## src/lkv_pkg.sv

```systemverilog
package lkv_pkg;

  localparam int ENTRIES = 16;
  localparam int IDX_W   = $clog2(ENTRIES);
  localparam int CNT_W   = $clog2(ENTRIES + 1);
  localparam int KEY_W   = 32;
  localparam int VAL_W   = 32;
  localparam int CFG_W   = 5;

  localparam logic [CFG_W-1:0] CAPACITY_RESET = CFG_W'(16);

  // Word index of the configuration registers.
  typedef enum logic [0:0] {
    REG_CAPACITY = 1'b0
  } reg_idx_e;

  typedef enum logic [0:0] {
    ACT_GET = 1'b0,
    ACT_PUT = 1'b1
  } action_e;

  typedef logic [IDX_W-1:0] idx_t;
  typedef logic [CNT_W-1:0] cnt_t;

  typedef struct packed {
    action_e            action;
    logic [KEY_W-1:0]   key;
    logic [VAL_W-1:0]   write_value;
  } req_t;

  typedef struct packed {
    logic               found;
    logic [VAL_W-1:0]   read_value;
    logic               evicted;
  } rsp_t;

  // Index of the lowest set bit; zero when no bit is set.
  function automatic idx_t first_set(input logic [ENTRIES-1:0] vec);
    idx_t idx;
    idx = '0;
    for (int i = ENTRIES - 1; i >= 0; i--) begin
      if (vec[i]) begin
        idx = IDX_W'(i);
      end
    end
    return idx;
  endfunction

endpackage

```

## src/lkv_store.sv

```systemverilog
module lkv_store (
  input  logic          clk_i,
  input  logic          rst_ni,
  input  logic          en_i,
  input  lkv_pkg::req_t req_i,
  input  lkv_pkg::cnt_t cap_i,
  output lkv_pkg::rsp_t rsp_o
);
  import lkv_pkg::*;

  logic [KEY_W-1:0]   keys_q   [ENTRIES];
  logic [VAL_W-1:0]   values_q [ENTRIES];
  logic [ENTRIES-1:0] valid_q;
  idx_t               rank_q   [ENTRIES];
  cnt_t               occ_q;

  logic [ENTRIES-1:0] hit_vec;
  logic [ENTRIES-1:0] evict_vec;
  logic               hit;
  idx_t               hit_idx;
  idx_t               hit_rank;
  logic [VAL_W-1:0]   hit_val;
  logic               full;
  cnt_t               occ_m1;
  idx_t               oldest;
  idx_t               ins_slot;
  logic               is_put;

  always_comb begin
    hit_val = '0;
    for (int i = 0; i < ENTRIES; i++) begin
      hit_vec[i] = valid_q[i] && (keys_q[i] == req_i.key);
      if (hit_vec[i]) begin
        hit_val = hit_val | values_q[i];
      end
    end
  end

  assign hit      = |hit_vec;
  assign hit_idx  = first_set(hit_vec);
  assign hit_rank = rank_q[hit_idx];
  assign is_put   = (req_i.action == ACT_PUT);

  // Capacity is at least one, so a full store always has a valid oldest entry.
  assign full   = (occ_q >= cap_i);
  assign occ_m1 = occ_q - CNT_W'(1);
  assign oldest = occ_m1[IDX_W-1:0];

  always_comb begin
    for (int i = 0; i < ENTRIES; i++) begin
      evict_vec[i] = valid_q[i] && (rank_q[i] == oldest);
    end
  end

  assign ins_slot = full ? first_set(evict_vec) : first_set(~valid_q);

  always_comb begin
    rsp_o.found      = hit;
    rsp_o.evicted    = is_put && !hit && full;
    if (is_put) begin
      rsp_o.read_value = '0;
    end else if (hit) begin
      rsp_o.read_value = hit_val;
    end else begin
      rsp_o.read_value = '1;
    end
  end

  always_ff @(posedge clk_i or negedge rst_ni) begin
    if (!rst_ni) begin
      valid_q <= '0;
      occ_q   <= '0;
      for (int i = 0; i < ENTRIES; i++) begin
        rank_q[i] <= '0;
      end
    end else if (en_i) begin
      if (hit) begin
        // Entries younger than the hit age by one; the hit becomes most recent.
        for (int i = 0; i < ENTRIES; i++) begin
          if (valid_q[i] && (rank_q[i] < hit_rank)) begin
            rank_q[i] <= rank_q[i] + IDX_W'(1);
          end
        end
        rank_q[hit_idx] <= '0;
      end else if (is_put) begin
        // The evicted entry is reused in place, so every other valid entry ages.
        for (int i = 0; i < ENTRIES; i++) begin
          if (valid_q[i] && (IDX_W'(i) != ins_slot)) begin
            rank_q[i] <= rank_q[i] + IDX_W'(1);
          end
        end
        rank_q[ins_slot]  <= '0;
        valid_q[ins_slot] <= 1'b1;
        if (!full) begin
          occ_q <= occ_q + CNT_W'(1);
        end
      end
    end
  end

  always_ff @(posedge clk_i) begin
    if (en_i && is_put) begin
      if (hit) begin
        values_q[hit_idx] <= req_i.write_value;
      end else begin
        keys_q[ins_slot]   <= req_i.key;
        values_q[ins_slot] <= req_i.write_value;
      end
    end
  end

endmodule

```

## src/lru_key_value_cache.sv

```systemverilog
// Dataflow: each item is accepted into the input register and its result is written to
// the result register when that register is free, so an output stall holds it back.
// Throughput: 1 item per cycle while the output is not stalled; all key compares and
// recency updates of the 16 entries are done between the input and result registers.
// Reset: asynchronous, active low; clears all entries, the fill count and the
// recency ranks, and sets capacity to 16. No clearing pass is needed.
module lru_key_value_cache (
  input  logic        clk_i,
  input  logic        rst_ni,
  input  logic        s_axis_tvalid,
  output logic        s_axis_tready,
  input  logic [63:0] s_axis_tdata,   // [31:0] key, [63:32] write_value
  input  logic        s_axis_tuser,   // [0] action
  output logic        m_axis_tvalid,
  input  logic        m_axis_tready,
  output logic [31:0] m_axis_tdata,   // [31:0] read_value
  output logic [1:0]  m_axis_tuser,   // [0] found, [1] evicted
  input  logic        psel,
  input  logic        penable,
  input  logic        pwrite,
  input  logic [2:0]  paddr,
  input  logic [31:0] pwdata,
  output logic [31:0] prdata,
  output logic        pready
);
  import lkv_pkg::*;

  logic             cap_we;
  logic [CFG_W-1:0] cap_q;
  cnt_t             cap_eff;

  logic             in_valid_q;
  req_t             in_req_q;
  logic             out_valid_q;
  rsp_t             out_rsp_q;
  rsp_t             rsp;
  logic             out_free;
  logic             advance;
  logic             s_acc;

  // Configuration port.
  assign pready = 1'b1;
  assign cap_we = psel && penable && pwrite && (reg_idx_e'(paddr[2]) == REG_CAPACITY);

  always_ff @(posedge clk_i or negedge rst_ni) begin
    if (!rst_ni) begin
      cap_q <= CAPACITY_RESET;
    end else if (cap_we) begin
      cap_q <= pwdata[CFG_W-1:0];
    end
  end

  always_comb begin
    if (reg_idx_e'(paddr[2]) == REG_CAPACITY) begin
      prdata = 32'(cap_q);
    end else begin
      prdata = '0;
    end
  end

  // Zero capacity behaves as one; anything above the entry count saturates.
  always_comb begin
    if (cap_q == '0) begin
      cap_eff = CNT_W'(1);
    end else if (int'(cap_q) > ENTRIES) begin
      cap_eff = CNT_W'(ENTRIES);
    end else begin
      cap_eff = CNT_W'(cap_q);
    end
  end

  // Handshake: the input register drains whenever the result register is free.
  assign out_free      = !out_valid_q || m_axis_tready;
  assign advance       = in_valid_q && out_free;
  assign s_axis_tready = !in_valid_q || out_free;
  assign s_acc         = s_axis_tvalid && s_axis_tready;

  always_ff @(posedge clk_i or negedge rst_ni) begin
    if (!rst_ni) begin
      in_valid_q  <= 1'b0;
      out_valid_q <= 1'b0;
    end else begin
      if (s_acc) begin
        in_valid_q <= 1'b1;
      end else if (advance) begin
        in_valid_q <= 1'b0;
      end
      if (advance) begin
        out_valid_q <= 1'b1;
      end else if (m_axis_tready) begin
        out_valid_q <= 1'b0;
      end
    end
  end

  always_ff @(posedge clk_i) begin
    if (s_acc) begin
      in_req_q.action      <= action_e'(s_axis_tuser);
      in_req_q.key         <= s_axis_tdata[31:0];
      in_req_q.write_value <= s_axis_tdata[63:32];
    end
    if (advance) begin
      out_rsp_q <= rsp;
    end
  end

  lkv_store u_store (
    .clk_i  (clk_i),
    .rst_ni (rst_ni),
    .en_i   (advance),
    .req_i  (in_req_q),
    .cap_i  (cap_eff),
    .rsp_o  (rsp)
  );

  assign m_axis_tvalid   = out_valid_q;
  assign m_axis_tdata    = out_rsp_q.read_value;
  assign m_axis_tuser[0] = out_rsp_q.found;
  assign m_axis_tuser[1] = out_rsp_q.evicted;

endmodule

```

## config.mk

```make
export PLATFORM = sky130hd
export DESIGN_NAME = lru_key_value_cache
export DESIGN_NICKNAME = d
export VERILOG_FILES = /design/src/lkv_pkg.sv /design/src/lkv_store.sv /design/src/lru_key_value_cache.sv
export SDC_FILE = /design/constraint.sdc
export NUM_CORES = 2
export LEC_CHECK = 0
export BUFFER_PORTS_ARGS = -buffer_cell sky130_fd_sc_hd__buf_2
export CORE_MARGIN = 3
export CORE_UTILIZATION = 58
export DETAILED_ROUTE_END_ITERATION = 16
export GPL_TIMING_DRIVEN = 0
export HOLD_SLACK_MARGIN = 0.1
export PLACE_DENSITY = 0.75
export SYNTH_ARGS = -nofsm -noshare
export SYNTH_HDL_FRONTEND = slang
export SYNTH_SLANG_ARGS = --single-unit
```

## constraint.sdc

```tcl
create_clock -name clk_i -period 8.9 [get_ports clk_i]
set_input_delay 0.89 -clock clk_i [delete_from_list [all_inputs] [get_ports clk_i]]
set_output_delay 0.89 -clock clk_i [all_outputs]
set_load 0.005 [all_outputs]
```

== Word level (Yosys, flattened, before mapping) ==
Memories as Yosys holds them, arrays and structs flattened.
Index checks and enable logic that the tools add are counted.

* Bits in registers: 191
* Bits in writable memories: 1,024
* Bits of input ports: 107
* Output and inout bits: 69
* Logic and storage cells: 439
* Memories: 2

{| class="wikitable"
|+ Memories
! name !! depth !! width !! rd ports !! clocked after memory_dff !! wr ports !! RTL line !! text
|-
| u_store.keys_q || 16 || 32 || 16 || 0 || 1 || lkv_store.sv:11 || <nowiki>logic [KEY_W-1:0] keys_q [ENTRIES];</nowiki>
|-
| u_store.values_q || 16 || 32 || 16 || 0 || 1 || lkv_store.sv:12 || <nowiki>logic [VAL_W-1:0] values_q [ENTRIES];</nowiki>
|}

* Add/subtract/negate cells: 18
* Order comparisons: 24
* Equal/unequal tests: 47
* Mux-type cells: 205
* Bitwise logic cells: 26
* Reductions and logical operators: 90

{| class="wikitable"
|+ Operators by type and width
! cell !! count
|-
| $mux W4 || 166
|-
| $mux W32 || 18
|-
| $eq A32 B32 Y1 || 16
|-
| $or A32 B32 Y32 || 15
|-
| $and A64 B64 Y64 || 2
|-
| $mux W64 || 2
|-
| $not A64 Y64 || 2
|-
| $logic_and A1 B1 Y1 || 75
|-
| $add A4 B1 Y4 const B || 16
|-
| $eq A4 B4 Y1 || 16
|-
| $lt A4 B4 Y1 || 16
|-
| $demux W4 S4 || 2
|-
| $ne A4 B4 Y1 const A || 8
|-
| $reduce_or A32 Y1 || 1
|-
| $bmux W4 S4 || 1
|-
| $ne A3 B4 Y1 const A || 4
|-
| $not A16 Y16 || 1
|-
| $or A16 B16 Y16 || 1
|-
| $reduce_or A16 Y1 || 1
|-
| $mux W5 || 3
|-
| $mux W1 || 12
|-
| $ge A5 B5 Y1 const B || 2
|-
| $lt A5 B1 Y1 const B || 2
|-
| $not A4 Y5 || 2
|-
| 18 further kinds || 26
|}

== Longest topological paths before layout ==
An unclocked memory read counts as a cell.

* Depth in word-level cells: 35
* Gate-level depth with buffers: 25
* Mapped depth without buffers: 21

== By module ==
Synthesis repeated with hierarchy kept, for this count alone.

* Cells, all modules: 3,911
* Area, all modules: 54,831.3 um^2

{| class="wikitable"
|+ By module, submodules not included
! module !! instances !! cells an instance !! area each (um^2) !! sequential area each (um^2)
|-
| lkv_store || 1 || 3,751 || 51,269.2 || 32,876.5
|-
| lru_key_value_cache || 1 || 160 || 3,562.2 || 3,149.3
|}

== Least setup slack after synthesis ==
OpenSTA, ideal clock, no wires.

* Path type: register to register
* Start: reg u_store.occ_q[0]
* End: mem u_store.keys_q[8][0], enable pin
* Library setup time: 0.462 ns
* Arrival time: 5.987 ns
* Data required time: 8.438 ns
* Setup slack: 2.450 ns
* Stages on the path, launching flop included: 16
* Path buffers: 5
* Period minus slack after synthesis: 6.450 ns
* Cell sequence: dfrtp_1 > buf_2 > buf_1 > inv_1 > ha_1 > clkbuf_1 > clkbuf_1 > xor2_1 > nand4_1 > nor2_1 > o311ai_1 > a21oi_1 > o21ai_0 > or3_1 > clkbuf_1 > nor3_1

* Word-level cells in the longest chain between the ends: 20
* Elaborated cells on any way between the ends: 51
* Those cells by class: add/sub (1); order compare (1); eq/ne (16); mux (17); reduce/logical (16)

{| class="wikitable"
|+ RTL lines
! element !! RTL line !! text
|-
| start, declared || lkv_store.sv:15 || <nowiki>cnt_t occ_q;</nowiki>
|-
| start signal, assigned || lkv_store.sv:95 || <nowiki>occ_q <= occ_q + CNT_W'(1);</nowiki>
|-
| $sub A4 B1 Y4 * || lkv_store.sv:46 || <nowiki>assign occ_m1 = occ_q - CNT_W'(1);</nowiki>
|-
| named net u_store.occ_m1[0] || lkv_store.sv:24 || <nowiki>cnt_t occ_m1;</nowiki>
|-
| $eq A4 B4 Y1 || lkv_store.sv:51 || <nowiki>evict_vec[i] = valid_q[i] && (rank_q[i] == oldest);</nowiki>
|-
| $logic_and A1 B1 Y1 || lkv_store.sv:51 ||
|-
| $mux W4 (15 in series) || lkv_pkg.sv:42 || <nowiki>if (vec[i]) begin</nowiki>
|-
| $mux W4 * || lkv_pkg.sv:42 ||
|-
| $mux W4 * || lkv_store.sv:55 || <nowiki>assign ins_slot = full ? first_set(evict_vec) : first_set(~valid_q);</nowiki>
|-
| end, declared || lkv_store.sv:11 ||
|}

The timed path passes the listed nets; every way through them passes the cells marked *.

== Worst setup path in the final report ==
* Start: reg in_req_q[39] in the netlist's numbering
* End: reg u_store.rank_q[15] in the netlist's numbering

* Word-level cells in the longest chain between the ends: 29
* Elaborated cells on any way between the ends: 68
* Those cells by class: order compare (3); eq/ne (16); mux (25); bitwise (3); reduce/logical (21)

{| class="wikitable"
|+ RTL lines
! element !! RTL line !! text
|-
| start, declared || lru_key_value_cache.sv:33 || <nowiki>req_t in_req_q;</nowiki>
|-
| $eq A32 B32 Y1 || lkv_store.sv:32 || <nowiki>hit_vec[i] = valid_q[i] && (keys_q[i] == req_i.key);</nowiki>
|-
| $logic_and A1 B1 Y1 || lkv_store.sv:32 ||
|-
| $mux W4 (16 in series) || lkv_pkg.sv:42 ||
|-
| $not A4 Y5 (implied by the code) || lkv_store.sv:41, lkv_store.sv:84 ||
|-
| $bmux W4 S4 || lkv_store.sv:41 || <nowiki>assign hit_rank = rank_q[hit_idx];</nowiki>
|-
| $mux W4 (implied by the code) (2 in series) || lkv_store.sv:41 ||
|-
| $lt A4 B4 Y1 || lkv_store.sv:80 || <nowiki>if (valid_q[i] && (rank_q[i] < hit_rank)) begin</nowiki>
|-
| $logic_and A1 B1 Y1 || lkv_store.sv:80 ||
|-
| $mux W4 || lkv_store.sv:80 ||
|-
| $mux W4 || lkv_store.sv:77 || <nowiki>if (hit) begin</nowiki>
|-
| $mux W4 || lkv_store.sv:76 || <nowiki>end else if (en_i) begin</nowiki>
|-
| $and A64 B64 Y64 (no line) || - ||
|-
| $mux W64 || lkv_store.sv:77 ||
|-
| end signal, assigned by index || lkv_store.sv:81 || <nowiki>rank_q[i] <= rank_q[i] + IDX_W'(1);</nowiki>
|-
| end signal, assigned by index || lkv_store.sv:89 || <nowiki>rank_q[i] <= rank_q[i] + IDX_W'(1);</nowiki>
|-
| end, declared || lkv_store.sv:14 || <nowiki>idx_t rank_q [ENTRIES];</nowiki>
|}

Several ways; a longest one is shown, not always the timed one. The select of a mux whose other input is x is not followed.
A chain may end at the register's enable or synchronous reset.

==> flow_summary.ini <==
[sta]
fin_ws_ps = 25.89
finalSetupViolations = 0
period_minus_slack_ps = 8874
fin_crit_sh = 0.9971
hold_viol = 0
fin_setup_tns_ps = 0
fmax_ghz = 0.1127
maxSlewHeadroom = -0.06959
worst_pin_slew_ps = 1604
slew_viol_final = 37
rsz0062_at_grt = no
finClkSkew_ps = 110.5
finalHoldWorstSlack_ps = 115.0

[power_and_ir_drop]
swShare = 0.3275
power.internal_mw = 11.05
seqPwrFrac = 0.440
p_comb_frac = 0.252
finalPower_mw = 16.44
p_leak_nw = 21.50
ir_drop_mv = 0.1909
power_density_mw_per_mm2 = 261.6
clkPwrFrac = 0.308
switchingPower_mw = 5.384

[status]
status = finished with violations
violations = max-capacitance violations, max-slew violations

[finish]
nNetsFinal = 4479
fill_cells = 6518
drive_above_1_share = 0.1315
synthToLayoutAreaGrowth_pct = 13.67
multi_input_area_mm2 = 0.01817
finalInstanceArea_mm2 = 0.06283
seqCellArea_mm2 = 0.03603

[global_routing]
met2_usage = 0.5360
grt-busiest-layer = met2
grt_util_met3 = 0.1062
grt_antenna_before_repair = 8
grt_start_max_net_pins = 56
track_usage = 0.3680
use_met1 = 0.5072
grt_pass1_vias = 37110
grt.overflow.total = 0
grt_pass1_wl_um = 258700

[clock_tree]
clock_latency_ps = 770
cts_tree = built
clock_path_buffers = 3
clockRootBuffer = clkbuf_16
htreeDepth = 3
ctsHoldBuffers = 0
cts.clk_slew.worst_paths_ps = 70
cts_buffers = 119
cts_sinks = 1215

[worst_setup_path]
cp-end-kind = flop
r2r_cells = 20
cp.arrival_ps = 9430
path_class = reg -> reg
required_ps = 9460
worst-path-max-fanout = 17
worstSetupStartpointType = flop

[yosys]
avgSynthCellArea_um2 = 13.92
syn_inst = 3972
synth-seq-cells = 1215
synth_flop_cell = edfxtp_1
synth_edf_count = 1123
synth_area_leaders = edfxtp_1 (61%), xor2_1 (7.1%), dfrtp_1 (4.1%), nor4_1 (2.3%), xnor2_1 (2.1%)
synth_top_area_frac = 0.6100
synth_common_cells = edfxtp_1 (1,123), xor2_1 (450), nor4_1 (201), nor2_1 (197), nand2_1 (160)
yosysSeqAreaShare = 0.6517
synthArstFlopShare = 0.07572
synth.most_common_cell = edfxtp_1
yosys.cell_types.count = 105
synth_area_leader_cell = edfxtp_1
ys_warn_count = 0
syn_area_mm2 = 0.05528

[floorplanning]
fp.dieW_um = 314.7
io_pins = 176
core_mm2 = 0.09389
row_count = 112
initial_core_util = 0.5888
fp.dieH_um = 314.7
design.die.area_mm2 = 0.09905

[placed_design]
place_ws_ps = 360.8
place_area_mm2 = 0.05880
portBuffers = 118
gp_congestion = 1.015
place_hpwl_um = 117500

[route]
dr.first_iter.drc_count = 7149
viasPerCell = 6.938
final_antenna_net_count = 0
totalWireLength_um = 185100
num_vias = 39270
route.detailed.drc = 0
wl_per_cell_um = 32.71
drt_pass1_iterations = 7

[hold_path]
min_path_type = in -> async

[flow_run]
drv_cap = 2
final cells by class:
| type | instances | area share |
|---|---|---|
| Antenna cell | 2 | 0.00007965 |
| Timing Repair Buffer | 182 | 0.02563 |
| Buffer | 239 | 0.02141 |
| Clock inverter | 80 | 0.01348 |
| Inverter | 51 | 0.003047 |
| Multi-Input combinational cell | 2493 | 0.2891 |
| Clock buffer | 144 | 0.04889 |
| Sequential cell | 1215 | 0.5734 |
| Tap cell | 1254 | 0.02497 |
power by group through the flow:
stage / Sequential, mW / Combinational, mW / Clock (mW)
2_1_floorplan: 7.14 / 2.76 / 0
3_3_place_gp: 7.34 / 3.77 / 0
3_5_place_dp: 7.33 / 3.98 / 0
4_1_cts: 7.21 / 4.01 / 5.05
5_1_grt: 7.26 / 4.45 / 5.29
6_report: 7.23 / 4.15 / 5.06
flip-flops by register name, indices dropped and copies added (netlist names):
name / count
u_store.valid_q: 16
u_store.keys_q: 512
u_store.occ_q: 5
u_store.values_q: 512
in_req_q: 65
in_valid_q: 1
m_axis_tuser: 2
m_axis_tvalid: 1
m_axis_tdata: 32
cap_q: 5
u_store.rank_q: 64
logic make-up (layout without fill, tap and decap cells):
| group | Yosys count | after routing | share of synthesized area |
|---|---|---|---|
| flops | 1215 | 1215 | 0.6517 |
| simple gates | 1048 | 1048 | 0.1032 |
| compound gates | 706 | 706 | 0.09523 |
| xor+xnor | 595 | 595 | 0.09728 |
| buf+inv | 290 | 696 | 0.02777 |
| fa+ha+maj | 71 | 71 | 0.01607 |
| mux | 45 | 45 | 0.008601 |
| other cells | 2 | 30 | 0.0001359 |
metal layers:
layer | vias to the layer above | routed length (um)
li1 | 16050 | -
met1 | 19150 | 66550
met4 | 12 | 10930
met2 | 3399 | 79550
met3 | 658 | 28020
met5 | - | 89
placed cells by master, fill, tap and decap left out, types with 38 or more instances in the layout:
cell type  synthesis  final
edfxtp_1        1123   1123
xor2_1           450    450
nor4_1           201    190
nor2_1           197    173
nand2_1          160    160
clkbuf_1         122    146
buf_2             23    140
xnor2_1          132    132
clkbuf_16          0    119
nand3_1          108    108
a21oi_1          101    101
a22oi_1           99     99
dfrtp_1           91     91
nand4_1           86     86
a22o_1            84     84
a221oi_1          84     84
ha_1              71     71
nor3_1            81     70
o21ai_0           68     68
buf_6             35     58
buf_4             40     51
inv_1             50     50
a31oi_1           38     38
metrics by stage:
stage	utilization	instances
final	0.6692	5660
after global routing	0.6692	5658
after CTS	0.6680	5652
after detailed placement	0.6262	5428
after global placement	0.6128	5370
after floorplan	-	3998
path summary, 6_finish.rpt:
path,from,to,slack (ps)
min in group clk_i,s_axis_tdata[43],in_req_q[11]$_DFFE_PP_,290
hold / removal,rst_ni,u_store.valid_q[1]$_DFFE_PN0P_,120
setup / recovery,in_req_q[39]$_DFFE_PP_,u_store.rank_q[15]$_DFFE_PN0P_,30
max in group asynchronous,rst_ni,u_store.rank_q[57]$_DFFE_PN0P_,7990
hold reg to reg,u_store.occ_q[4]$_DFFE_PN0P_,u_store.occ_q[4]$_DFFE_PN0P_,490
setup reg to reg,in_req_q[39]$_DFFE_PP_,u_store.rank_q[15]$_DFFE_PN0P_,30
critical path: stages, from the launching register on:
cell and delay (ps):
edfxtp_1 1230, buf_2 500, buf_2 660, xor2_1 210, nor4_1 280, nand4_1 160
nor4_2 920, o211ai_1 280, a211o_1 360, nand2_1 300, clkbuf_1 510, clkbuf_1 470
nor2_1 110, a21oi_1 330, o221ai_4 500, ha_1 390, a211o_1 300, nand2b_1 160
or3_1 400, a2111oi_0 530, a21oi_1 80
timing repair:
action | in CTS | in global routing
setup buffers | 0 | 4
endpoints found under the setup margin | 0 | 4
gates resized for setup | 0 | 1
(Power assumes the default switching activity.)
